**src/design/chd_pkg.sv**
```systemverilog
// Shared types, widths and constant tables for the compass heading pipeline.
`default_nettype none

package chd_pkg;

    // Default values of the top-level parameters.
    localparam int CORDIC_STAGES_DEF   = 16;
    localparam int ANGLE_FRAC_BITS_DEF = 7;
    localparam int MAX_STAGES          = 24;

    // Fixed widths of the datapath.
    localparam int AXIS_W     = 16;
    localparam int GAIN_CODE_W = 3;
    localparam int GAIN_W     = 11;
    localparam int GAIN_FRAC  = 8;
    localparam int PROD_W     = 27;
    localparam int MAG_W      = PROD_W - GAIN_FRAC;
    localparam int SCALED_W   = MAG_W + 1;
    localparam int GUARD_BITS = 16;
    localparam int XW         = 38;
    localparam int ACC_FRAC   = 24;
    localparam int ZW         = 35;
    localparam int HEADING_W  = 16;

    localparam logic [GAIN_CODE_W-1:0] GAIN_CODE_RST = 3'd1;

    // Register map: REG_GAIN is matched against the top address bit.
    localparam int  PADDR_W   = 3;
    localparam logic REG_GAIN = 1'b0;

    localparam logic signed [ZW-1:0] Z_HALF_TURN = ZW'(64'd180 << ACC_FRAC);
    localparam logic [ZW-1:0]        Z_FULL_TURN = ZW'(64'd360 << ACC_FRAC);

    typedef struct packed {
        logic signed [XW-1:0] x;
        logic signed [XW-1:0] y;
        logic signed [ZW-1:0] z;
        logic                 zero;
    } cordic_t;

    // Axis gain in unsigned Q3.8.
    function automatic logic [GAIN_W-1:0] gain_q8(input logic [GAIN_CODE_W-1:0] code);
        logic [GAIN_W-1:0] g;
        unique case (code)
            3'd0:    g = 11'd187;
            3'd1:    g = 11'd236;
            3'd2:    g = 11'd312;
            3'd3:    g = 11'd389;
            3'd4:    g = 11'd581;
            3'd5:    g = 11'd655;
            3'd6:    g = 11'd776;
            3'd7:    g = 11'd1114;
            default: g = 11'd236;
        endcase
        return g;
    endfunction

    // atan(2^-idx) in degrees with 24 fraction bits.
    function automatic logic signed [ZW-1:0] atan_deg(input int idx);
        logic signed [ZW-1:0] a;
        case (idx)
            0:       a = ZW'(754974720);
            1:       a = ZW'(445687602);
            2:       a = ZW'(235489088);
            3:       a = ZW'(119537938);
            4:       a = ZW'(60000934);
            5:       a = ZW'(30029717);
            6:       a = ZW'(15018523);
            7:       a = ZW'(7509720);
            8:       a = ZW'(3754917);
            9:       a = ZW'(1877466);
            10:      a = ZW'(938734);
            11:      a = ZW'(469367);
            12:      a = ZW'(234684);
            13:      a = ZW'(117342);
            14:      a = ZW'(58671);
            15:      a = ZW'(29335);
            16:      a = ZW'(14668);
            17:      a = ZW'(7334);
            18:      a = ZW'(3667);
            19:      a = ZW'(1833);
            20:      a = ZW'(917);
            21:      a = ZW'(458);
            22:      a = ZW'(229);
            23:      a = ZW'(115);
            default: a = '0;
        endcase
        return a;
    endfunction

endpackage

`default_nettype wire

```
**src/design/chd_finish.sv**
```systemverilog
// Angle wrap, rounding to the output fraction and the output register.
`default_nettype none

module chd_finish
#(
    parameter int ANGLE_FRAC_BITS = chd_pkg::ANGLE_FRAC_BITS_DEF
)
(
    input  logic                              clk,
    input  logic                              rst_n,
    input  logic                              in_valid,
    output logic                              in_ready,
    input  chd_pkg::cordic_t                  in_data,
    output logic                              out_valid,
    input  logic                              out_ready,
    output logic [chd_pkg::HEADING_W-1:0]     heading
);
    import chd_pkg::*;

    localparam int SH = ACC_FRAC - ANGLE_FRAC_BITS;
    localparam int HW = ANGLE_FRAC_BITS + 10;
    localparam logic [ZW:0]   ROUND_HALF = (ZW+1)'(64'd1 << (SH - 1));
    localparam logic [HW-1:0] FULL_OUT   = HW'(64'd360 << ANGLE_FRAC_BITS);

    logic                 s1_valid_reg, s2_valid_reg;
    logic                 s1_ready, s2_ready;
    logic [ZW-1:0]        z_adj;
    logic [ZW:0]          z_round;
    logic [HW-1:0]        h_reg, h_next;
    logic                 zero_reg;
    logic [HW-1:0]        h_wrap;
    logic [HEADING_W-1:0] heading_reg, heading_next;

    assign s2_ready = !s2_valid_reg || out_ready;
    assign s1_ready = !s1_valid_reg || s2_ready;
    assign in_ready = s1_ready;

    always_comb
    begin
        z_adj   = in_data.z[ZW-1] ? ZW'(in_data.z) + Z_FULL_TURN : ZW'(in_data.z);
        z_round = (ZW+1)'(z_adj) + ROUND_HALF;
        h_next  = z_round[SH +: HW];
    end

    // A heading that rounds up to a full turn reads as zero.
    always_comb
    begin
        h_wrap = (h_reg >= FULL_OUT) ? h_reg - FULL_OUT : h_reg;
        heading_next = zero_reg ? '0 : HEADING_W'(h_wrap);
    end

    always_ff @(posedge clk or negedge rst_n)
    begin
        if (!rst_n)
        begin
            s1_valid_reg <= 1'b0;
            s2_valid_reg <= 1'b0;
        end
        else
        begin
            if (s1_ready)
            begin
                s1_valid_reg <= in_valid;
            end
            if (s2_ready)
            begin
                s2_valid_reg <= s1_valid_reg;
            end
        end
    end

    always_ff @(posedge clk)
    begin
        if (s1_ready && in_valid)
        begin
            h_reg    <= h_next;
            zero_reg <= in_data.zero;
        end
        if (s2_ready && s1_valid_reg)
        begin
            heading_reg <= heading_next;
        end
    end

    assign out_valid = s2_valid_reg;
    assign heading   = heading_reg;

endmodule

`default_nettype wire

```
**config.mk**
```make
export PLATFORM = sky130hd
export DESIGN_NAME = chd_finish
export DESIGN_NICKNAME = d
export VERILOG_FILES = /design/src/design/chd_pkg.sv /design/src/design/chd_finish.sv
export SDC_FILE = /design/constraint.sdc
export NUM_CORES = 1
export LEC_CHECK = 0
export ABC_AREA = 1
export BUFFER_PORTS_ARGS = -buffer_cell sky130_fd_sc_hd__buf_2
export CAP_MARGIN = 10
export CORE_AREA = 2 2 84 86
export CTS_CLUSTER_DIAMETER = 60
export DETAILED_ROUTE_END_ITERATION = 10
export DIE_AREA = 0 0 86 88
export PLACE_DENSITY = 0.58
export SLEW_MARGIN = 0
export SYNTH_ARGS = -nofsm -noshare
export SYNTH_HDL_FRONTEND = slang
export SYNTH_SLANG_ARGS = --single-unit
```
**constraint.sdc**
```tcl
create_clock -name clk -period 4.3 [get_ports clk]
set_clock_uncertainty 0.05 [all_clocks]
set_input_delay 0.43 -clock clk [delete_from_list [all_inputs] [get_ports clk]]
set_output_delay 0.43 -clock clk [all_outputs]
set_load 0.01 [all_outputs]
```
# After elaboration in Yosys (flattened, before gate mapping)
# Index checks and enable logic that the tools add are counted.
# W data, S select, Z words.
dict set report totals {
  in_bits 116
  ff_bits 36
  out_inout_bits 18
}
dict set report classes {
  muxes 2
  reduce_logical 6
  n_lt_le_gt_ge 1
  addsub 3
}
# cell n
set op_table {}
lappend op_table {{$add A34 B17 Y34 const B} 1}
lappend op_table {{$add A34 B33 Y34 const B} 1}
lappend op_table {{$mux W34} 1}
lappend op_table {{$ge A17 B16 Y1 const B} 1}
lappend op_table {{$mux W16} 1}
lappend op_table {{$sub A16 B16 Y16 const B} 1}
lappend op_table {{$logic_and A1 B1 Y1} 2}
lappend op_table {{$logic_not A1 Y1} 2}
lappend op_table {{$logic_or A1 B1 Y1} 2}

# Depth between registers and ports, before layout
dict set report depth {
  depth_word 4
  mapped_depth 11
}

# Least setup slack after synthesis
# No wires, ideal clock.
dict set report synth_path {
  kind {input to register}
  start {input port out_ready}
  end {register heading_reg[0], in the netlist heading[0], enable pin}
  arrival_ns 1.297
  slack_ns 2.559
  required_ns 3.856
  setup_ns 0.394
  cell_stages 2
  path_cell_list {inv_1 > a21oi_1}
}
dict set report synth_between {
  elab_chain_len 2
}
# item line
set synth_lines {}
lappend synth_lines {{from (decl)} chd_finish.sv:15} ;# input logic out_ready,
lappend synth_lines {{$logic_or A1 B1 Y1} chd_finish.sv:34} ;# assign s2_ready = !s2_valid_reg || out_ready;
lappend synth_lines {{$logic_and A1 B1 Y1} chd_finish.sv:79} ;# if (s2_ready && s1_valid_reg)
lappend synth_lines {{to (signal assigned)} chd_finish.sv:81} ;# heading_reg <= heading_next;
lappend synth_lines {{to (decl)} chd_finish.sv:32} ;# logic [HEADING_W-1:0] heading_reg, heading_next;
# Every way passes these cells.
# A chain may end at the register's enable or synchronous reset.

# Final worst setup path
dict set report layout_path {
  start {register h_reg[11]}
  end {register heading_reg[10], in the netlist heading[10], data pin}
}
dict set report layout_between {
  elab_chain_len 2
}
# item line
set layout_lines {}
lappend layout_lines {{from (decl)} chd_finish.sv:29} ;# logic [HW-1:0] h_reg, h_next;
lappend layout_lines {{from (signal assigned)} chd_finish.sv:76} ;# h_reg <= h_next;
lappend layout_lines {{$ge A17 B16 Y1} chd_finish.sv:48} ;# h_wrap = (h_reg >= FULL_OUT) ? h_reg - FULL_OUT : h_reg;
lappend layout_lines {{$mux W16} chd_finish.sv:48}
# Every way passes these cells.

==> results.sh <==
export IMPL_grt_pass1_vias=1420
export IMPL_synth_top_area_share=0.497
export IMPL_tightest_slew_ns=0.613
export IMPL_clk_path_buf_depth=2
export IMPL_grt_usage=0.0984
export IMPL_required_ns=4.28
export IMPL_hold_violations=0
export IMPL_yosys_area_top_type="edfxtp_1"
export IMPL_synth_most_common_cell="nand2_1"
export IMPL_synth_fp_nets=342
export IMPL_synth_edff_count=34
export IMPL_synth_flop_cell="edfxtp_1"
export IMPL_crit_arrival_ns=1.69
export IMPL_cts_sinks=36
export IMPL_area_delta_synth_final_pct=19.4
export IMPL_grt_max_degree=19
export IMPL_synth_area_leaders="edfxtp_1, nand2_1, inv_1"
export IMPL_netlist_area_mm2=0.00205
export IMPL_yosysWarnings=0
export IMPL_cts_setup_buffers=0
export IMPL_place_inst=342
export IMPL_port_buffers=41
export IMPL_worstSkewPairLatency_ns=0.28
export IMPL_slew_headroom=0.591
export IMPL_fp_dieH_um=88
export IMPL_dieArea_mm2=0.00757
export IMPL_drive_gt1_frac=0.240
export IMPL_setup_tns_ns=0
export IMPL_io_pins=134
export IMPL_cts_tree="yes"
export IMPL_grt_overflow_total=0
export IMPL_drc=0
export IMPL_rsz0062_at_grt="false"
export IMPL_yosysUniqueCellTypes=25
export IMPL_avgViaCountPerCell=4.19
export IMPL_yosysSeqAreaShare=0.522
export IMPL_grt_pass1_wl_um=5870
export IMPL_vias=1472
export IMPL_antenna_cells=0
export IMPL_largest_reg_flops=17
export IMPL_async_flop_share=0.0556
export IMPL_synthTopCellsByCount="nand2_1, inv_1, edfxtp_1, nor2_1"
export IMPL_hold_class="in -> reg"
export IMPL_totalWireLength_um=3410
export IMPL_whs_ns=0.292
export IMPL_detail_route_antenna_nets=0
export IMPL_initial_utilization=0.309
export IMPL_drv_slew=0
export IMPL_ir_drop_v=0.000110
export IMPL_initialDrtViolationCount=24
export IMPL_antenna_found_initial=0
export IMPL_fin_crit_ns=1.71
export IMPL_avgSynthCellArea_um2=9.25
export IMPL_outcome="complete, no violations"
export IMPL_worstSetupEndpointType="flop"
export IMPL_fin_crit_sh=0.397
export IMPL_start_kind="flop"
export IMPL_stdcell_count=351
export IMPL_power_density_mw_per_mm2=337
export IMPL_cts_clk_slew_worst_paths_ns=0.06
export IMPL_criticalPathCategory="reg -> reg"
export IMPL_leakage_nw=1.15
export IMPL_core_area_mm2=0.00664
export IMPL_clock_root_buffer="clkbuf_8"
export IMPL_wire_per_inst_um=9.71
export IMPL_synth_cells=222
export IMPL_finalSetupViolCount=0
export IMPL_nNetsFinal=390
export IMPL_max_clock_freq_mhz=585
export IMPL_maxCapViolations=0
export IMPL_htreeDepth=2
export IMPL_die_w_um=86
export IMPL_fin_util=0.369
export IMPL_firstDrtPassIters=4
export IMPL_place_congestion=0.811
export IMPL_numCtsBuffers=5
export IMPL_crit_fanout=6
export IMPL_cts_resized=0
export IMPL_dpl_hpwl_um=2850
export IMPL_row_count=30
export IMPL_yosys_register_bits=36
export IMPL_rrSetupSlack_ns=2.59
-- layout by cell type (no fill, tap or decap), drive strengths merged --
cell type and n:
o21a 1, xor2 12, nor2 30, nand3b 2, o21ai 5, ha 4, buf 42, nand3 16
nand4 7, clkbuf 8, a21oi 5, edfxtp 34, dlygate4sd3 1, nor3 7, dfrtp 2, xnor2 5
inv 38, nand2 52
-- cells by family (layout without fill, tap and decap cells) --
family,Yosys count,in the layout,share of synthesized area
XOR/XNOR,17,17,0.0725
adder cells (fa/ha/maj),4,4,0.0244
flip-flops,36,36,0.522
AO/OA/AOI/OAI,11,11,0.0305
buffers and inverters,40,89,0.0768
AND/OR/NAND/NOR,114,114,0.274
-- critical path: stages, from the launching register on --
cell,delay (ns)
edfxtp_1,0.42
inv_1,0.11
ha_1,0.17
nand3_1,0.09
nor3_2,0.10
nand3_1,0.17
nand2_2,0.15
inv_1,0.06
nor2_1,0.08
nor2_1,0.06
-- final cells by class --
type	instances	area, um2
Fill cell	687	4190
Sequential cell	36	1070
Multi-Input combinational cell	146	825
Timing Repair Buffer	43	223
Inverter	38	143
Tap cell	80	100
Clock buffer	8	90.1
-- worst paths after layout --
path | startpoint | endpoint | depth (start not counted)
worst min-delay path | in_data[0] | zero_reg | 1
min in group asynchronous | rst_n | s1_valid_reg | 2
max in group asynchronous | rst_n | out_valid | 2
worst max register to register | h_reg[11] | heading[10] | 9
worst min register to register | s1_valid_reg | out_valid | 2
worst max-delay path | h_reg[11] | heading[10] | 9
-- repair_timing --
item | in CTS | in global routing
endpoints found under the setup margin | 0 | 0
hold buffers | 1 | 0
hold endpoints to repair | 2 | 0
-- routing by layer --
| metal | part of all wire | up-vias | global-route usage |
|---|---|---|---|
| met5 | 0 | - | 0 |
| met4 | 0.022 | 0 | 0.0433 |
| met3 | 0.075 | 7 | 0.0302 |
| met2 | 0.44 | 40 | 0.161 |
| met1 | 0.47 | 610 | 0.120 |
| li1 | - | 815 | - |
-- metrics by stage --
stage	area [um2]	total power [mW]	setup slack, ns
4_1_cts	2450	0.839	2.57
5_1_grt	2450	0.877	2.37
3_5_place_dp	2350	0.601	2.45
3_3_place_gp	2350	0.598	2.48
2_1_floorplan	2050	0.546	2.56
6_report	2450	0.825	2.59
-- report_power, final --
part           total (mW)  internal (mW)  switching, mW  leakage (nW)
Combinational       0.146         0.0549         0.0913         0.748
Sequential          0.444          0.429         0.0153         0.353
Clock               0.235          0.130          0.104        0.0455
Power figures use the tool's default switching activity.
