**src/design/chd_pkg.sv**
```systemverilog
// Shared types, widths and constant tables for the compass heading pipeline.
`default_nettype none

package chd_pkg;

    // Default values of the top-level parameters.
    localparam int CORDIC_STAGES_DEF   = 16;
    localparam int ANGLE_FRAC_BITS_DEF = 7;
    localparam int MAX_STAGES          = 24;

    // Fixed widths of the datapath.
    localparam int AXIS_W     = 16;
    localparam int GAIN_CODE_W = 3;
    localparam int GAIN_W     = 11;
    localparam int GAIN_FRAC  = 8;
    localparam int PROD_W     = 27;
    localparam int MAG_W      = PROD_W - GAIN_FRAC;
    localparam int SCALED_W   = MAG_W + 1;
    localparam int GUARD_BITS = 16;
    localparam int XW         = 38;
    localparam int ACC_FRAC   = 24;
    localparam int ZW         = 35;
    localparam int HEADING_W  = 16;

    localparam logic [GAIN_CODE_W-1:0] GAIN_CODE_RST = 3'd1;

    // Register map: REG_GAIN is matched against the top address bit.
    localparam int  PADDR_W   = 3;
    localparam logic REG_GAIN = 1'b0;

    localparam logic signed [ZW-1:0] Z_HALF_TURN = ZW'(64'd180 << ACC_FRAC);
    localparam logic [ZW-1:0]        Z_FULL_TURN = ZW'(64'd360 << ACC_FRAC);

    typedef struct packed {
        logic signed [XW-1:0] x;
        logic signed [XW-1:0] y;
        logic signed [ZW-1:0] z;
        logic                 zero;
    } cordic_t;

    // Axis gain in unsigned Q3.8.
    function automatic logic [GAIN_W-1:0] gain_q8(input logic [GAIN_CODE_W-1:0] code);
        logic [GAIN_W-1:0] g;
        unique case (code)
            3'd0:    g = 11'd187;
            3'd1:    g = 11'd236;
            3'd2:    g = 11'd312;
            3'd3:    g = 11'd389;
            3'd4:    g = 11'd581;
            3'd5:    g = 11'd655;
            3'd6:    g = 11'd776;
            3'd7:    g = 11'd1114;
            default: g = 11'd236;
        endcase
        return g;
    endfunction

    // atan(2^-idx) in degrees with 24 fraction bits.
    function automatic logic signed [ZW-1:0] atan_deg(input int idx);
        logic signed [ZW-1:0] a;
        case (idx)
            0:       a = ZW'(754974720);
            1:       a = ZW'(445687602);
            2:       a = ZW'(235489088);
            3:       a = ZW'(119537938);
            4:       a = ZW'(60000934);
            5:       a = ZW'(30029717);
            6:       a = ZW'(15018523);
            7:       a = ZW'(7509720);
            8:       a = ZW'(3754917);
            9:       a = ZW'(1877466);
            10:      a = ZW'(938734);
            11:      a = ZW'(469367);
            12:      a = ZW'(234684);
            13:      a = ZW'(117342);
            14:      a = ZW'(58671);
            15:      a = ZW'(29335);
            16:      a = ZW'(14668);
            17:      a = ZW'(7334);
            18:      a = ZW'(3667);
            19:      a = ZW'(1833);
            20:      a = ZW'(917);
            21:      a = ZW'(458);
            22:      a = ZW'(229);
            23:      a = ZW'(115);
            default: a = '0;
        endcase
        return a;
    endfunction

endpackage

`default_nettype wire

```
**src/design/chd_scale.sv**
```systemverilog
// Gain scaling of both axes and the half-turn pre-rotation, in three register stages.
`default_nettype none

module chd_scale
(
    input  logic                                  clk,
    input  logic                                  rst_n,
    input  logic                                  in_valid,
    output logic                                  in_ready,
    input  logic signed [chd_pkg::AXIS_W-1:0]     mag_x,
    input  logic signed [chd_pkg::AXIS_W-1:0]     mag_y,
    input  logic [chd_pkg::GAIN_CODE_W-1:0]       gain_code,
    output logic                                  out_valid,
    input  logic                                  out_ready,
    output chd_pkg::cordic_t                      out_data
);
    import chd_pkg::*;

    logic                     s1_valid_reg, s2_valid_reg, s3_valid_reg;
    logic                     s1_ready, s2_ready, s3_ready;
    logic [AXIS_W-1:0]        s1_ax_reg, s1_ay_reg, s1_ax_next, s1_ay_next;
    logic                     s1_nx_reg, s1_ny_reg;
    logic [GAIN_W-1:0]        s1_gain_reg;
    logic [PROD_W-1:0]        prod_x, prod_y;
    logic [MAG_W-1:0]         s2_mx_reg, s2_my_reg;
    logic                     s2_nx_reg, s2_ny_reg;
    logic signed [SCALED_W-1:0] sx, sy;
    logic signed [XW-1:0]     xw, yw;
    logic                     turn;
    cordic_t                  s3_data_reg, s3_data_next;

    assign s3_ready = !s3_valid_reg || out_ready;
    assign s2_ready = !s2_valid_reg || s3_ready;
    assign s1_ready = !s1_valid_reg || s2_ready;
    assign in_ready = s1_ready;

    // Sign and magnitude; the magnitude of -32768 still fits 16 unsigned bits.
    assign s1_ax_next = mag_x[AXIS_W-1] ? AXIS_W'(-mag_x) : AXIS_W'(mag_x);
    assign s1_ay_next = mag_y[AXIS_W-1] ? AXIS_W'(-mag_y) : AXIS_W'(mag_y);

    assign prod_x = PROD_W'(s1_ax_reg) * PROD_W'(s1_gain_reg);
    assign prod_y = PROD_W'(s1_ay_reg) * PROD_W'(s1_gain_reg);

    // Truncation toward zero is done on the magnitude, then the sign returns.
    always_comb
    begin
        sx = s2_nx_reg ? -signed'(SCALED_W'(s2_mx_reg)) : signed'(SCALED_W'(s2_mx_reg));
        sy = s2_ny_reg ? -signed'(SCALED_W'(s2_my_reg)) : signed'(SCALED_W'(s2_my_reg));
        xw = XW'(sx) <<< GUARD_BITS;
        yw = XW'(sy) <<< GUARD_BITS;
        turn = sx[SCALED_W-1];
        s3_data_next.x    = turn ? -xw : xw;
        s3_data_next.y    = turn ? -yw : yw;
        s3_data_next.z    = turn ? Z_HALF_TURN : '0;
        s3_data_next.zero = (s2_mx_reg == '0) && (s2_my_reg == '0);
    end

    always_ff @(posedge clk or negedge rst_n)
    begin
        if (!rst_n)
        begin
            s1_valid_reg <= 1'b0;
            s2_valid_reg <= 1'b0;
            s3_valid_reg <= 1'b0;
        end
        else
        begin
            if (s1_ready)
            begin
                s1_valid_reg <= in_valid;
            end
            if (s2_ready)
            begin
                s2_valid_reg <= s1_valid_reg;
            end
            if (s3_ready)
            begin
                s3_valid_reg <= s2_valid_reg;
            end
        end
    end

    always_ff @(posedge clk)
    begin
        if (s1_ready && in_valid)
        begin
            s1_ax_reg   <= s1_ax_next;
            s1_ay_reg   <= s1_ay_next;
            s1_nx_reg   <= mag_x[AXIS_W-1];
            s1_ny_reg   <= mag_y[AXIS_W-1];
            s1_gain_reg <= gain_q8(gain_code);
        end
        if (s2_ready && s1_valid_reg)
        begin
            s2_mx_reg <= prod_x[GAIN_FRAC +: MAG_W];
            s2_my_reg <= prod_y[GAIN_FRAC +: MAG_W];
            s2_nx_reg <= s1_nx_reg;
            s2_ny_reg <= s1_ny_reg;
        end
        if (s3_ready && s2_valid_reg)
        begin
            s3_data_reg <= s3_data_next;
        end
    end

    assign out_valid = s3_valid_reg;
    assign out_data  = s3_data_reg;

endmodule

`default_nettype wire

```
**config.mk**
```make
export PLATFORM = sky130hd
export DESIGN_NAME = chd_scale
export DESIGN_NICKNAME = d
export VERILOG_FILES = /design/src/design/chd_pkg.sv /design/src/design/chd_scale.sv
export SDC_FILE = /design/constraint.sdc
export NUM_CORES = 1
export LEC_CHECK = 0
export BUFFER_PORTS_ARGS = -buffer_cell sky130_fd_sc_hd__buf_2
export CELL_PAD_IN_SITES_DETAIL_PLACEMENT = 0
export CELL_PAD_IN_SITES_GLOBAL_PLACEMENT = 1
export CORE_ASPECT_RATIO = 1.75
export CORE_MARGIN = 1
export CORE_UTILIZATION = 49
export CTS_BUF_LIST = sky130_fd_sc_hd__clkbuf_16
export CTS_CLUSTER_DIAMETER = 200
export CTS_CLUSTER_SIZE = 28
export DETAILED_ROUTE_END_ITERATION = 8
export GPL_TIMING_DRIVEN = 0
export MAX_ROUTING_LAYER = met4
export PLACE_DENSITY = 0.86
export REMOVE_ABC_BUFFERS = 1
export SLEW_MARGIN = 10
export SYNTH_ARGS = -nofsm -noshare
export SYNTH_HDL_FRONTEND = slang
export SYNTH_SLANG_ARGS = --single-unit
```
**constraint.sdc**
```tcl
create_clock -name clk -period 7.1 [get_ports clk]
set_clock_uncertainty 0.1 [all_clocks]
set_input_delay 0 -clock clk [delete_from_list [all_inputs] [get_ports clk]]
set_output_delay 0 -clock clk [all_outputs]
set_load 0.02 [all_outputs]
```
After elaboration in Yosys (flattened, before gate mapping):

Memories as Yosys holds them, arrays and structs flattened. A register that Yosys moved wholly into a read port is not among the register bits.
Index checks and enable logic that the tools add are counted.

* input port bits: 39
* register bits: 189
* bits in writable memories: 0
* bits in latches: 0
* output and inout bits: 114
* memories: 1
* word-level logic and storage cells: 47
* ROM bits: 88

* order comparisons: 0
* add/sub/neg operators: 6
* div/mod/pow operators: 0
* multiplexer cells: 7
* reduce and logical (&&, ||, !) cells: 12
* multipliers: 2
* shift-type cells: 0
* equal/unequal tests: 0
* bitwise logic cells: 0

Memories
* (no name shown): words 8, width 11, rd ports 1, clocked after Yosys merged registers in 1, write ports 0, RTL line chd_pkg.sv:44 `unique case (code)`

Operators by type and width (number)
* 36-bit negator with 38-bit output: 2
* 16-bit by 11-bit multiplier with 27-bit output: 2
* 20-bit two-way mux: 2
* 19-bit negator with 20-bit output: 2
* 19-bit zero test: 2
* 38-bit two-way mux: 1
* 35-bit two-way mux: 1
* 32-bit two-way mux: 1
* 16-bit negator: 2
* 15-bit two-way mux: 2
* 1-bit logical AND: 4
* 1-bit zero test: 3
* 1-bit logical OR: 3

Logic depth before layout (Yosys ltp):

* depth after elaboration: 5
* gate-level depth with buffers: 21
* mapped depth without buffers: 20

Worst setup path before layout:

OpenSTA, ideal clock, no wires.

* path kind: reg-to-reg
* from: reg s1_gain_reg[7]
* to: reg s2_my_reg[17] (data pin)
* clock period less this slack: 5.625 ns
* library setup time: 0.258 ns
* data required time: 6.742 ns
* stages on the path, launching flop included: 20
* buffers on the path: 1
* path slack: 1.475 ns
* arrival time: 5.267 ns
* path through: edfxtp_1 clkbuf_1 nand2_1 fa_1 inv_1 fa_1 fa_1 fa_1 inv_1 fa_1 inv_1 ha_1 a21oi_1 o22ai_1 nor4_1 a2111oi_0 nand3_1 nand3b_1 a21oi_1 xnor2_1

* cells in the longest elaborated chain, start to end: 1

Ends and longest elaborated chain
* start, declared: RTL line chd_scale.sv:23 `logic [GAIN_W-1:0] s1_gain_reg;`
* 16-bit by 11-bit multiplier with 27-bit output: RTL line chd_scale.sv:42 `assign prod_y = PROD_W'(s1_ay_reg) * PROD_W'(s1_gain_reg);`
* via prod_y[25]: RTL line chd_scale.sv:24 `logic [PROD_W-1:0] prod_x, prod_y;`
* end signal, assigned: RTL line chd_scale.sv:96 `s2_my_reg <= prod_y[GAIN_FRAC +: MAG_W];`
* end, declared: RTL line chd_scale.sv:25 `logic [MAG_W-1:0] s2_mx_reg, s2_my_reg;`

The timed path passes the listed nets, and every way through them passes these cells.
A chain may end at the register's enable or synchronous reset.

Worst setup path in the final report:

* from: reg s1_gain_reg[10]
* to: reg s2_my_reg[17] (data pin)

Same word-level chain as after synthesis.

==> impl_metrics.ini <==
[run_status]
status = complete, no violations

[critical_path]
reg2regPathDepth = 17
r2r_start = s1_gain_reg[10]
rrSetupSlack_ns = 0.29
cp.required_ns = 7.19
endpoint_kind = flip-flop
crit_family = adder cells
path_buf_inv = 2
cp_slowest_cell = edfxtp_1
slowest_delay_ns = 1.16
cp.arrival_ns = 6.90
r2r_end = s2_my_reg[17]
cp.depth = 17
path_max_fanout = 32
start_kind = flip-flop
crit_chain = and2_1 > fa_1 > fa_1 > fa_1 > fa_1 > inv_1 > fa_1 > inv_1 > ha_1 > a21oi_1 > o22ai_1 > nor4_1 > a2111oi_0 > nand3_1 > nand3b_1 > a21oi_1 > xnor2_1
path_class = reg -> reg
cpMostUsedCell = fa_1

[grt]
grt_pass1_wl_mm = 61.7
grt_pass1_vias = 13192
grt.overflow.total = 0
grt_max_degree = 41
antenna_found_initial = 0
grt_usage = 0.211

[floorplanning]
fp.dieH_um = 256
die_area_um2 = 37700
core_area_um2 = 36100
die_w_um = 147
rows = 92
ios = 153
initial_core_util = 0.500

[power_and_ir_drop]
power_mw = 8.84
p_comb_frac = 0.701
internal_power_mw = 4.66
ir_drop_mv = 0.334
seq_power_share = 0.200
p_switching_mw = 4.17
power.density_nw_per_um2 = 444
swShare = 0.472
clkPwrFrac = 0.099
leakagePower_nw = 9.20

[place]
place.port_buffers = 89
place_ws_ns = 0.155
gp_congestion = 0.901
post-dp-hpwl_mm = 28.7

[routing]
drt-wirelength-per-cell_um = 15.2
drt.antenna.violating_nets = 0
drt_first_pass_iters = 5
drcViolationCount = 0
drtIter0Drc = 615
vias = 12680
routed_wl_mm = 37.6
via_per_inst = 5.13

[final_layout]
fin_nets = 2409
register_area_um2 = 4010
multi_input_area_um2 = 12300
largest_reg_flops = 46
postLayoutCoreUtil = 0.551
num_antenna_cells = 0
syn2layout_area_growth_pct = 10.2
fillers = 3260
drive_above_1_share = 0.0805

[synthesis]
syn_area_per_cell_um2 = 9.53
synth-seq-cells = 134
synth_warnings = 0
ys_top_cells_by_area = fa_1, edfxtp_1, ha_1
ys_types = 69
synth_edf_count = 131
synthArstFlopShare = 0.0224
synth_top_area_share = 0.275
synth_top_area_cell = fa_1
synth_flop_cell = edfxtp_1
yosysSeqAreaShare = 0.222
synthCells = 1895
syn_area_um2 = 18100

[timing]
post-route-period-util = 0.959
rsz0062_at_grt = false
finalHoldViolations = 0
worst_pin_slew_ns = 1.23
fmax_mhz = 147
final_max_slew_viol_count = 0
layout_setup_ws_ns = 0.290
layout_min_cycle_time_ns = 6.81
slew-limit-headroom = 0.182
finalSetupViolCount = 0
setup_tns_ns = 0

[clock_network]
worst_setup_hold_path_clk_slew_ns = 0.06
root_buffer = clkbuf_16
clockBufferDepth = 2
htreeDepth = 4
worstSkewPairLatency_ns = 0.45
tritoncts = built
clock_sinks = 134
cts_buffers = 17

[min_path]
whs_path_depth = 2
holdCritStartpoint = mag_x[0]
worstHoldPathType = in -> reg
whs_endpoint = s1_ax_reg[0]

[job]
maxCapViolations = 0
[through the flow]
step | cells | hold WS [ns] | cell area, um^2
detailed placement | 2367 | -0.301 | 18600
global placement | 2364 | -0.305 | 18500
finish | 2470 | 0.216 | 19900
floorplan | 1805 | -0.396 | 17500
global route | 2470 | 0.202 | 19900
CTS | 2462 | 0.183 | 19800
[area by class of cell]
class | instances | share of cell area
multi-input cells | 1350 | 0.616
clock buffers | 17 | 0.0214
flip-flops and latches | 134 | 0.201
well taps | 470 | 0.0295
clock inverters | 15 | 0.00722
repair buffers | 163 | 0.0645
inverters | 321 | 0.0605
[worst max path at each step]
stage	slack, ns	end	start
5_1_grt	0.04	s2_my_reg[17]	s1_gain_reg[10]
3_3_place_gp	0.28	s2_my_reg[17]	s1_gain_reg[7]
4_1_cts	0.11	s2_my_reg[17]	s1_gain_reg[7]
6_report	0.29	s2_my_reg[17]	s1_gain_reg[10]
3_5_place_dp	0.15	s2_my_reg[17]	s1_gain_reg[7]
2_1_floorplan	1.34	s2_my_reg[17]	s1_gain_reg[4]
[per-layer routing]
layer / GRT usage / part of all wire / up-vias
met5: - / 0 / -
met4: 0.0965 / 0.035 / 0
met3: 0.0258 / 0.040 / 92
met2: 0.381 / 0.54 / 379
met1: 0.227 / 0.38 / 6201
li1: - / - / 6008
[Yosys cell counts, drive strengths merged (8+ instances only)]
cell type and number:
nand2 255, nand3 16, xor2 47, a21o 8, nor2 50, fa 248, o31ai 21, edfxtp 131
and2 169, o21ai 53, buf 71, inv 320, clkbuf 83, ha 135, a21oi 37, or3 20
xnor2 82, mux2i 10, o41ai 8, nor3 15, a31oi 9, nand2b 18
[power groups by stage]
| stage | clock (mW) | sequential [mW] | combinational (mW) |
|---|---|---|---|
| finish | 0.874 | 1.77 | 6.19 |
| CTS | 0.896 | 1.78 | 6.23 |
| floorplan | 0 | 1.80 | 4.78 |
| global route | 0.926 | 1.80 | 7.13 |
| global placement | 0 | 1.79 | 5.96 |
| detailed placement | 0 | 1.80 | 6.13 |
[worst register-to-register path, stage by stage, from the launching register on]
cell       delay, ns
edfxtp_1        1.16
and2_1          0.28
fa_1            0.42
fa_1            0.54
fa_1            0.54
fa_1            0.56
inv_1           0.06
fa_1            0.53
inv_1           0.04
ha_1            0.35
a21oi_1         0.09
o22ai_1         0.21
nor4_1          0.09
a2111oi_0       0.92
nand3_1         0.23
nand3b_1        0.22
a21oi_1         0.10
xnor2_1         0.12
[timing repair]
item	in CTS	in global routing
hold buffers	63	0
hold endpoints to repair	52	0
endpoints found under the setup margin	0	3
buffers inserted	0	5
gates resized for setup	0	0
[layout by cell type (no fill, tap or decap), types with 5 or more instances in the layout]
| master | count |
|---|---|
| a211oi_1 | 6 |
| a21o_1 | 8 |
| a21oi_1 | 36 |
| a31oi_1 | 9 |
| and2_1 | 166 |
| buf_2 | 89 |
| clkbuf_16 | 19 |
| conb_1 | 65 |
| dlygate4sd3_1 | 63 |
| edfxtp_1 | 131 |
| fa_1 | 248 |
| ha_1 | 135 |
| inv_1 | 320 |
| inv_6 | 6 |
| mux2i_1 | 9 |
| nand2_1 | 255 |
| nand2b_1 | 18 |
| nand3_1 | 15 |
| nor2_1 | 50 |
| nor2b_1 | 6 |
| nor3_1 | 14 |
| nor4_1 | 7 |
| o21ai_0 | 51 |
| o31ai_1 | 19 |
| o41ai_1 | 7 |
| or2_2 | 7 |
| or3_1 | 18 |
| or4_4 | 5 |
| xnor2_1 | 82 |
| xor2_1 | 46 |
[cell families after synthesis]
group / Yosys count / share of synthesized area
mux: 12 / 0.00699
fa+ha+maj: 383 / 0.368
compound gates: 170 / 0.0624
flops: 134 / 0.222
buf+inv: 475 / 0.113
xor+xnor: 129 / 0.0630
other cells: 1 / 0.000208
simple gates: 591 / 0.164
Power figures use the tool's default switching activity.
